===== src/hdl/integer_literal_parser_defines.svh =====
// Assertion macros for the integer literal parser.
`ifndef INTEGER_LITERAL_PARSER_DEFINES_SVH
`define INTEGER_LITERAL_PARSER_DEFINES_SVH

`ifndef SYNTHESIS

`define ILP_ASSERT(label, clk, rst, prop) \
   label: assert property (@(posedge clk) disable iff (rst) prop) \
      else $error("integer_literal_parser assertion failed");

`define ILP_ASSERT_NEXT(label, clk, rst, ante, cons) \
   label: assert property (@(posedge clk) disable iff (rst) (ante) |=> (cons)) \
      else $error("integer_literal_parser assertion failed");

`else

`define ILP_ASSERT(label, clk, rst, prop)

`define ILP_ASSERT_NEXT(label, clk, rst, ante, cons)

`endif

`endif


===== src/hdl/ilp_pkg.sv =====
// Types and constants for the integer literal parser.
`timescale 1ns / 1ps

package ilp_pkg;

   typedef enum logic [1:0] {
      RADIX_UNDECIDED = 2'd0,
      RADIX_DEC       = 2'd1,
      RADIX_HEX       = 2'd2,
      RADIX_BIN       = 2'd3
   } radix_type;

   typedef enum logic [1:0] {
      STATUS_OK        = 2'd0,
      STATUS_NO_DIGITS = 2'd1,
      STATUS_BAD_CHAR  = 2'd2
   } status_type;

   localparam logic [0:0] CSR_BIT_WIDTH   = 1'd0;
   localparam logic [0:0] CSR_SIGNED_MODE = 1'd1;

   localparam logic [4:0] BIT_WIDTH_RESET = 5'd8;

   localparam logic [7:0] CHAR_ZERO    = 8'h30;
   localparam logic [7:0] CHAR_NINE    = 8'h39;
   localparam logic [7:0] CHAR_LOWER_A = 8'h61;
   localparam logic [7:0] CHAR_LOWER_F = 8'h66;
   localparam logic [7:0] CHAR_UPPER_A = 8'h41;
   localparam logic [7:0] CHAR_UPPER_F = 8'h46;
   localparam logic [7:0] CHAR_MINUS   = 8'h2D;
   localparam logic [7:0] CHAR_LOWER_X = 8'h78;
   localparam logic [7:0] CHAR_UPPER_X = 8'h58;
   localparam logic [7:0] CHAR_LOWER_B = 8'h62;
   localparam logic [7:0] CHAR_UPPER_B = 8'h42;

   localparam logic [4:0] RADIX_VAL_DEC = 5'd10;
   localparam logic [4:0] RADIX_VAL_HEX = 5'd16;
   localparam logic [4:0] RADIX_VAL_BIN = 5'd2;

endpackage


===== src/hdl/integer_literal_parser.sv =====
// Streaming parser of ASCII integer literals (decimal, 0x hex, 0b binary).
//
// Usage: characters of a token arrive as beats on req_ (tdata = character,
// tlast = final character of the token). Each token yields one beat on rsp_
// when its final character has been processed: tdata[31:0] is the value,
// tdata[33:32] the status (ok, prefix without digits, invalid character).
// Characters accumulate as value*radix+digit, one character per cycle while
// req_tready is high; each accumulator update is a combinational shift-and-add.
// A final character passes from the input register into the token result
// register (accumulate), then through sign and width fixup into the result
// register, which presents the result beat.
// csr_ writes bit_width (index 0) and signed_mode (index 1); write only
// while the block is idle.
// Reset clears the token state and all valid flags and loads bit_width 8,
// signed_mode 0. When rsp_tready is low, the result holds, one more token
// result waits in the token result register, and req_tready drops once the
// input register holds a final character with nowhere to go.
`timescale 1ns / 1ps
`include "integer_literal_parser_defines.svh"

module integer_literal_parser #(
   parameter int ACC_WIDTH = 32
) (
   input  logic        clock,
   input  logic        reset,
   input  logic        req_tvalid,
   output logic        req_tready,
   input  logic [7:0]  req_tdata,   // [7:0] char_code
   input  logic        req_tlast,   // last_char
   output logic        rsp_tvalid,
   input  logic        rsp_tready,
   output logic [39:0] rsp_tdata,   // [31:0] value, [33:32] status, zeros above
   input  logic        csr_we,
   input  logic [0:0]  csr_addr,
   input  logic [4:0]  csr_wdata
);
   import ilp_pkg::*;

   localparam int EXT_WIDTH = ((ACC_WIDTH > 32) ? ACC_WIDTH : 32) + 1;

   logic [4:0] bit_width_ff;
   logic       signed_mode_ff;

   logic       in_valid_ff, in_valid_in;
   logic [7:0] in_char_ff;
   logic       in_last_ff;

   logic [ACC_WIDTH-1:0] acc_ff, acc_in;
   radix_type            radix_ff, radix_in;
   logic [1:0]           pos_ff, pos_in;
   logic                 lz_ff, lz_in;
   logic                 neg_ff, neg_in;
   status_type           err_ff, err_in;

   logic                 fin_valid_ff, fin_valid_in;
   logic [ACC_WIDTH-1:0] fin_acc_ff;
   logic                 fin_neg_ff;
   status_type           fin_err_ff;

   logic        rsp_valid_ff, rsp_valid_in;
   logic [31:0] rsp_value_ff, rsp_value_in;
   status_type  rsp_status_ff;

   logic rsp_free, fin_free, in_go;

   assign rsp_free   = !rsp_valid_ff || rsp_tready;
   assign fin_free   = !fin_valid_ff || rsp_free;
   assign in_go      = in_valid_ff && (!in_last_ff || fin_free);
   assign req_tready = !in_valid_ff || in_go;

   assign rsp_tvalid = rsp_valid_ff;
   assign rsp_tdata  = {6'd0, rsp_status_ff, rsp_value_ff};

   // configuration registers
   always_ff @(posedge clock) begin
      if (reset) begin
         bit_width_ff   <= BIT_WIDTH_RESET;
         signed_mode_ff <= 1'b0;
      end else if (csr_we) begin
         case (csr_addr)
            CSR_BIT_WIDTH:   bit_width_ff   <= csr_wdata;
            CSR_SIGNED_MODE: signed_mode_ff <= csr_wdata[0];
            default: ;
         endcase
      end
   end

   // input register
   assign in_valid_in = (req_tvalid && req_tready) ? 1'b1 : (in_go ? 1'b0 : in_valid_ff);

   always_ff @(posedge clock) begin
      if (reset) begin
         in_valid_ff <= 1'b0;
      end else begin
         in_valid_ff <= in_valid_in;
      end
   end

   always_ff @(posedge clock) begin
      if (req_tvalid && req_tready) begin
         in_char_ff <= req_tdata;
         in_last_ff <= req_tlast;
      end
   end

   // accumulate stage
   logic                 prefix_now;
   logic                 do_digit;
   radix_type            radix_eff;
   logic [4:0]           radix_val;
   logic [4:0]           digit;
   logic                 is_digit;
   logic                 neg_step;
   logic [ACC_WIDTH-1:0] acc_scaled;
   logic [ACC_WIDTH-1:0] acc_step;
   status_type           err_step;
   status_type           err_final;

   always_comb begin
      prefix_now = 1'b0;
      do_digit   = 1'b0;
      radix_eff  = radix_ff;
      lz_in      = lz_ff;
      neg_step   = neg_ff;
      acc_step   = acc_ff;
      if (pos_ff == 2'd0) begin
         if (in_char_ff == CHAR_ZERO) begin
            lz_in    = 1'b1;
            acc_step = '0;
         end else if (in_char_ff == CHAR_MINUS) begin
            radix_eff = RADIX_DEC;
            neg_step  = 1'b1;
         end else begin
            radix_eff = RADIX_DEC;
            do_digit  = 1'b1;
         end
      end else if (radix_ff == RADIX_UNDECIDED && lz_ff) begin
         if (in_char_ff == CHAR_LOWER_X || in_char_ff == CHAR_UPPER_X) begin
            radix_eff  = RADIX_HEX;
            prefix_now = 1'b1;
         end else if (in_char_ff == CHAR_LOWER_B || in_char_ff == CHAR_UPPER_B) begin
            radix_eff  = RADIX_BIN;
            prefix_now = 1'b1;
         end else begin
            radix_eff = RADIX_DEC;
            do_digit  = 1'b1;
         end
      end else begin
         if (radix_ff == RADIX_UNDECIDED) begin
            radix_eff = RADIX_DEC;
         end
         do_digit = 1'b1;
      end

      case (radix_eff)
         RADIX_HEX: radix_val = RADIX_VAL_HEX;
         RADIX_BIN: radix_val = RADIX_VAL_BIN;
         default:   radix_val = RADIX_VAL_DEC;
      endcase

      is_digit = 1'b1;
      digit    = '0;
      if (in_char_ff inside {[CHAR_ZERO:CHAR_NINE]}) begin
         digit = 5'(in_char_ff - CHAR_ZERO);
      end else if (in_char_ff inside {[CHAR_LOWER_A:CHAR_LOWER_F]}) begin
         digit = 5'(in_char_ff - CHAR_LOWER_A) + 5'd10;
      end else if (in_char_ff inside {[CHAR_UPPER_A:CHAR_UPPER_F]}) begin
         digit = 5'(in_char_ff - CHAR_UPPER_A) + 5'd10;
      end else begin
         is_digit = 1'b0;
      end
      if (digit >= radix_val) begin
         is_digit = 1'b0;
      end

      case (radix_eff)
         RADIX_HEX: acc_scaled = acc_ff << 4;
         RADIX_BIN: acc_scaled = acc_ff << 1;
         default:   acc_scaled = (acc_ff << 3) + (acc_ff << 1);
      endcase

      err_step = err_ff;
      if (do_digit) begin
         if (is_digit) begin
            acc_step = acc_scaled + ACC_WIDTH'(digit);
         end else if (err_ff == STATUS_OK) begin
            err_step = STATUS_BAD_CHAR;
         end
      end

      err_final = err_step;
      if (prefix_now && err_step == STATUS_OK) begin
         err_final = STATUS_NO_DIGITS;
      end

      acc_in   = acc_ff;
      radix_in = radix_ff;
      pos_in   = pos_ff;
      err_in   = err_ff;
      if (in_go) begin
         if (in_last_ff) begin
            acc_in   = '0;
            radix_in = RADIX_UNDECIDED;
            pos_in   = 2'd0;
            lz_in    = 1'b0;
            neg_in   = 1'b0;
            err_in   = STATUS_OK;
         end else begin
            acc_in   = acc_step;
            radix_in = radix_eff;
            pos_in   = (pos_ff == 2'd2) ? pos_ff : pos_ff + 2'd1;
            neg_in   = neg_step;
            err_in   = err_step;
         end
      end else begin
         lz_in  = lz_ff;
         neg_in = neg_ff;
      end
   end

   always_ff @(posedge clock) begin
      if (reset) begin
         acc_ff   <= '0;
         radix_ff <= RADIX_UNDECIDED;
         pos_ff   <= 2'd0;
         lz_ff    <= 1'b0;
         neg_ff   <= 1'b0;
         err_ff   <= STATUS_OK;
      end else begin
         acc_ff   <= acc_in;
         radix_ff <= radix_in;
         pos_ff   <= pos_in;
         lz_ff    <= lz_in;
         neg_ff   <= neg_in;
         err_ff   <= err_in;
      end
   end

   // token result register
   assign fin_valid_in = (in_go && in_last_ff) ? 1'b1 : (rsp_free ? 1'b0 : fin_valid_ff);

   always_ff @(posedge clock) begin
      if (reset) begin
         fin_valid_ff <= 1'b0;
      end else begin
         fin_valid_ff <= fin_valid_in;
      end
   end

   always_ff @(posedge clock) begin
      if (in_go && in_last_ff) begin
         fin_acc_ff <= acc_step;
         fin_neg_ff <= neg_step;
         fin_err_ff <= err_final;
      end
   end

   // sign and width fixup stage
   logic [ACC_WIDTH-1:0] fix_mag;
   logic [EXT_WIDTH-1:0] fix_ext;
   logic [EXT_WIDTH-1:0] fix_hi_mask;
   logic [EXT_WIDTH-1:0] fix_span;
   logic [EXT_WIDTH-1:0] fix_res;
   logic [4:0]           fix_width;

   always_comb begin
      fix_mag     = fin_neg_ff ? (ACC_WIDTH'(0) - fin_acc_ff) : fin_acc_ff;
      fix_ext     = EXT_WIDTH'($signed(fix_mag));
      fix_width   = (bit_width_ff == 5'd0) ? 5'd1 : bit_width_ff;
      fix_hi_mask = {EXT_WIDTH{1'b1}} << (fix_width - 5'd1);
      fix_span    = EXT_WIDTH'(1) << fix_width;
      fix_res     = fix_ext;
      if (signed_mode_ff && !fix_ext[EXT_WIDTH-1] && |(fix_ext & fix_hi_mask)) begin
         fix_res = fix_ext - fix_span;
      end
      rsp_value_in = (fin_err_ff == STATUS_OK) ? fix_res[31:0] : 32'd0;
   end

   assign rsp_valid_in = (fin_valid_ff && rsp_free) ? 1'b1 : (rsp_tready ? 1'b0 : rsp_valid_ff);

   always_ff @(posedge clock) begin
      if (reset) begin
         rsp_valid_ff <= 1'b0;
      end else begin
         rsp_valid_ff <= rsp_valid_in;
      end
   end

   always_ff @(posedge clock) begin
      if (fin_valid_ff && rsp_free) begin
         rsp_value_ff  <= rsp_value_in;
         rsp_status_ff <= fin_err_ff;
      end
   end

   `ILP_ASSERT(a_err_zero_value, clock, reset,
      (rsp_valid_ff && rsp_status_ff != STATUS_OK) |-> (rsp_value_ff == 32'd0))
   `ILP_ASSERT_NEXT(a_fin_holds, clock, reset,
      fin_valid_ff && !rsp_free, fin_valid_ff)
   `ILP_ASSERT(a_blocked_not_ready, clock, reset,
      (in_valid_ff && !in_go) |-> !req_tready)

endmodule

===== config.mk =====
export PLATFORM = sky130hd
export DESIGN_NAME = integer_literal_parser
export DESIGN_NICKNAME = d
export VERILOG_FILES = /design/src/hdl/ilp_pkg.sv /design/src/hdl/integer_literal_parser.sv
export VERILOG_INCLUDE_DIRS = /design/src /design/src/hdl
export SDC_FILE = /design/constraint.sdc
export NUM_CORES = 1
export LEC_CHECK = 0
export ABC_AREA = 1
export CORE_ASPECT_RATIO = 1.5
export CORE_MARGIN = 5
export CORE_UTILIZATION = 55
export CTS_CLUSTER_DIAMETER = 60
export DETAILED_ROUTE_END_ITERATION = 6
export DONT_BUFFER_PORTS = 1
export PLACE_DENSITY_LB_ADDON = 0.3
export SLEW_MARGIN = 20
export SYNTH_ARGS = -nofsm -noshare
export SYNTH_HDL_FRONTEND = slang
export SYNTH_SLANG_ARGS = --single-unit

===== constraint.sdc =====
create_clock -name clock -period 6.9 [get_ports clock]
set_input_delay 0.345 -clock clock [delete_from_list [all_inputs] [get_ports clock]]
set_output_delay 0.345 -clock clock [all_outputs]
set_load 0.1 [all_outputs]

==> impl_metrics.py <==
metrics = {
    "finish": {
        "drive_above_1_share": 0.0723,
        "nNetsFinal": 2186,
        "final_cells": 2420,
        "diodes": 0,
        "fillCellCount": 2347,
        "mostFrequentLayoutCell": "nand2_1",
        "layout_common_cells": "nand2_1 (621), inv_1 (283), nor2_1 (214), nand3_1 (194), a21oi_1 (125)",
        "syn_to_final_growth_pct": 6.79,
    },
    "clocking": {
        "post_cts_resized": 0,
        "numCtsBuffers": 17,
        "clk_pin_slew_worst_paths_ps": 60,
        "ctsRootBufferMaster": "clkbuf_16",
        "clkLatencyLatePin_ps": 430,
        "clock-sinks": 127,
        "cts_max_path_buffers": 2,
        "htree_levels": 4,
        "cts_tree": "built",
    },
    "drt": {
        "vias_per_cell": 5.66,
        "routedWlPerCell_um": 17.2,
        "drt-initial-drc-count": 985,
        "drtPass1Iterations": 7,
        "drc": 1,
        "drt_wl_total_um": 41600,
        "final_antenna_net_count": 0,
        "vias": 13700,
    },
    "synth": {
        "ys_async_sr_fraction": 0,
        "syn_avg_cell_area_um2": 6.28,
        "netlist_area_mm2": 0.0132,
        "ys_seq_area_frac": 0.251,
        "ys_ff_latch": 127,
        "synthCells": 2105,
        "yosysUniqueCellTypes": 54,
        "synth-main-ff-cell": "edfxtp_1",
        "yosysWarnings": 0,
        "synth_edf_count": 78,
    },
    "grt": {
        "grt_overflow": 0,
        "antenna_found_initial": 0,
        "grt.total_usage": 0.308,
        "grt_max_degree": 39,
        "grt_pass1_vias": 13600,
        "grt_pass1_wl_um": 65700,
    },
    "die": {
        "core_mm2": 0.0237,
        "fp.dieW_um": 137,
        "start_util": 0.559,
        "die_h_um": 200,
        "io-pin-count": 62,
        "rows": 69,
        "dieArea_mm2": 0.0273,
    },
    "pwr": {
        "combPwrFrac": 0.183,
        "switching_share": 0.313,
        "internal_power_mw": 1.56,
        "ir_worst_vdd_mv": 0.168,
        "switching_power_mw": 0.712,
        "cellPowerDensity_mw_per_mm2": 161,
        "clockPowerShare": 0.433,
        "seq_power_share": 0.384,
        "fin_total_pwr_mw": 2.27,
        "p_leak_nw": 6.38,
    },
    "sta": {
        "tightest_slew_ps": 1060,
        "slew_headroom": 0.291,
        "fin_tns_setup_ps": 0,
        "finClkSkew_ps": 10.8,
        "hold_slack_ps": 63.2,
        "fin_crit_ps": 5050,
        "fmax_ghz": 0.198,
        "fin_ws_ps": 1850,
        "final-setup-viol-count": 0,
        "hold_viol": 0,
        "period_share": 0.732,
        "rsz0062_at_grt": "false",
        "maxSlewViolCount": 0,
    },
    "hold_path": {
        "min-delay-path-class": "in2reg",
        "min_from": "csr_wdata[3]",
        "holdPathStages": 2,
        "holdPathEnd": "bit_width_ff[3]$_SDFFE_PP1P_",
    },
    "worst_setup_path": {
        "cp_top_family": "simple AND/OR/NAND/NOR gates",
        "worstPathMaxFanout": 32,
        "critPathArrivalTime_ps": 5230,
        "cp.buffers_inverters": 2,
        "r2r-start": "fin_neg_ff$_DFFE_PP_",
        "slowest_delay_ps": 980,
        "crit_required_ps": 7090,
        "start_kind": "register",
        "rr_endpoint": "rsp_value_ff[18]$_SDFFCE_PP0P_",
        "reg2reg_slack_ps": 1850,
        "cp_cell_sequence": "clkinv_1 -> or2_2 -> xor2_1 -> inv_1 -> ha_1 -> nand3_1 -> nand2_1 -> nand2_1 -> nand2_1 -> a21oi_1 -> o21ai_0 -> nand2_1 -> nand2_1 -> a21oi_1 -> o21ai_0 -> nand2_1 -> nand3_1 -> nand2_1 -> nand3b_1 -> nand2_1 -> nor2_1",
        "end_kind": "register",
        "cp_slowest_cell": "edfxtp_1",
        "crit_path_frequent_cell": "nand2_1",
        "rr_worst_depth": 21,
        "crit_type": "reg2reg",
    },
    "placed_design": {
        "portBuffers": 0,
        "dp_hpwl_um": 33600,
        "dp_slack_ps": 1970,
        "placed_cells": 2378,
        "gp_congestion": 1.05,
    },
    "outcome": {
        "status": "finished with violations",
        "violations": "design-rule violations",
    },
    "run": {
        "max_cap_viol_count": 0,
    },
}
worst max path at each step:
stage                             from                              to  slack, ps  depth (start not counted)
2_1_floorplan  in_char_ff[0]$_DFFE_PP_        fin_acc_ff[15]$_DFFE_PP_       3480                         22
3_3_place_gp      fin_neg_ff$_DFFE_PP_  rsp_value_ff[30]$_SDFFCE_PP0P_       2070                         21
3_5_place_dp      fin_neg_ff$_DFFE_PP_  rsp_value_ff[30]$_SDFFCE_PP0P_       1970                         21
4_1_cts           fin_neg_ff$_DFFE_PP_  rsp_value_ff[30]$_SDFFCE_PP0P_       1940                         21
5_1_grt           fin_neg_ff$_DFFE_PP_  rsp_value_ff[30]$_SDFFCE_PP0P_       1340                         21
6_report          fin_neg_ff$_DFFE_PP_  rsp_value_ff[18]$_SDFFCE_PP0P_       1850                         21
layer usage:
| metal | global-route usage | wire, um |
|---|---|---|
| met4 | 0.280 | 4150 |
| met5 | 0 | 0 |
| met2 | 0.571 | 21300 |
| met3 | 0.0323 | 1390 |
| met1 | 0.293 | 14800 |
synthesized netlist by cell type (4+ instances only):
master	number	share of area
nor2_1	217	0.062
or2_2	6	0.0028
edfxtp_1	78	0.18
nand3_2	21	0.016
buf_2	15	0.0057
nand3b_1	19	0.011
xor2_1	51	0.034
nand2_1	621	0.18
clkinv_1	4	0.0011
nor2_2	30	0.014
nand3_1	194	0.073
inv_2	23	0.0065
nor4_1	7	0.0033
ha_1	75	0.071
xnor2_1	14	0.0093
nor3_1	23	0.0087
o21ai_0	58	0.022
o22ai_1	4	0.0019
o21ai_1	10	0.0038
dfxtp_1	49	0.074
o21a_1	6	0.0034
nand4_1	48	0.023
buf_4	8	0.0045
nor2_4	6	0.0051
o31ai_1	12	0.0068
buf_6	8	0.0068
a21o_1	4	0.0023
a21oi_1	125	0.047
nand2_2	11	0.0052
inv_1	283	0.080
and2_1	5	0.0024
o211ai_1	8	0.0045
clkbuf_1	24	0.0068
state kept, by name, summed over array words and instances, names as in the netlist:
register	cells
bit_width_ff	5
radix_ff	2
in_last_ff	1
signed_mode_ff	1
fin_err_ff	2
neg_ff	1
pos_ff	2
acc_ff	32
lz_ff	1
err_ff	2
fin_neg_ff	1
rsp_value_ff	32
rsp_tvalid	1
in_valid_ff	1
fin_valid_ff	1
in_char_ff	8
rsp_status_ff	2
fin_acc_ff	32
final cells by class:
type / instances / area, um2 / area share
Multi-Input combinational cell: 1616 / 8430 / 0.597
Sequential cell: 127 / 3320 / 0.236
Inverter: 310 / 1160 / 0.0825
Clock buffer: 21 / 504 / 0.0357
Tap cell: 319 / 399 / 0.0283
Timing Repair Buffer: 16 / 155 / 0.0110
Clock inverter: 11 / 136 / 0.00966
power groups by stage:
stage,Sequential (mW),Clock (mW),Combinational (mW)
floorplan,0.878,0,0.312
global placement,0.887,0,0.387
detailed placement,0.888,0,0.392
CTS,0.872,0.987,0.404
global route,0.875,1.02,0.455
finish,0.872,0.984,0.415
per-stage QoR:
stage	cell area [um2]	utilization
3_3_place_gp	13400	0.565
4_1_cts	14100	0.597
2_1_floorplan	13200	-
6_report	14100	0.597
5_1_grt	14100	0.597
3_5_place_dp	13400	0.565
cells by family after synthesis:
group                      count (synthesis)  synth area share
and+or+nand+nor                         1216             0.409
buffers and inverters                    368             0.114
AOI/OAI and AO/OA                        250             0.107
adders and majority gates                 78            0.0756
xor gates and xnor gates                  65            0.0431
other                                      1          0.000284
DFF                                      127             0.251
repair_timing:
action,4_1_cts,5_1_grt
hold buffers,10,0
setup buffers,0,0
endpoints found under the hold margin,45,0
Note: power is estimated with default switching activity, not from simulation.
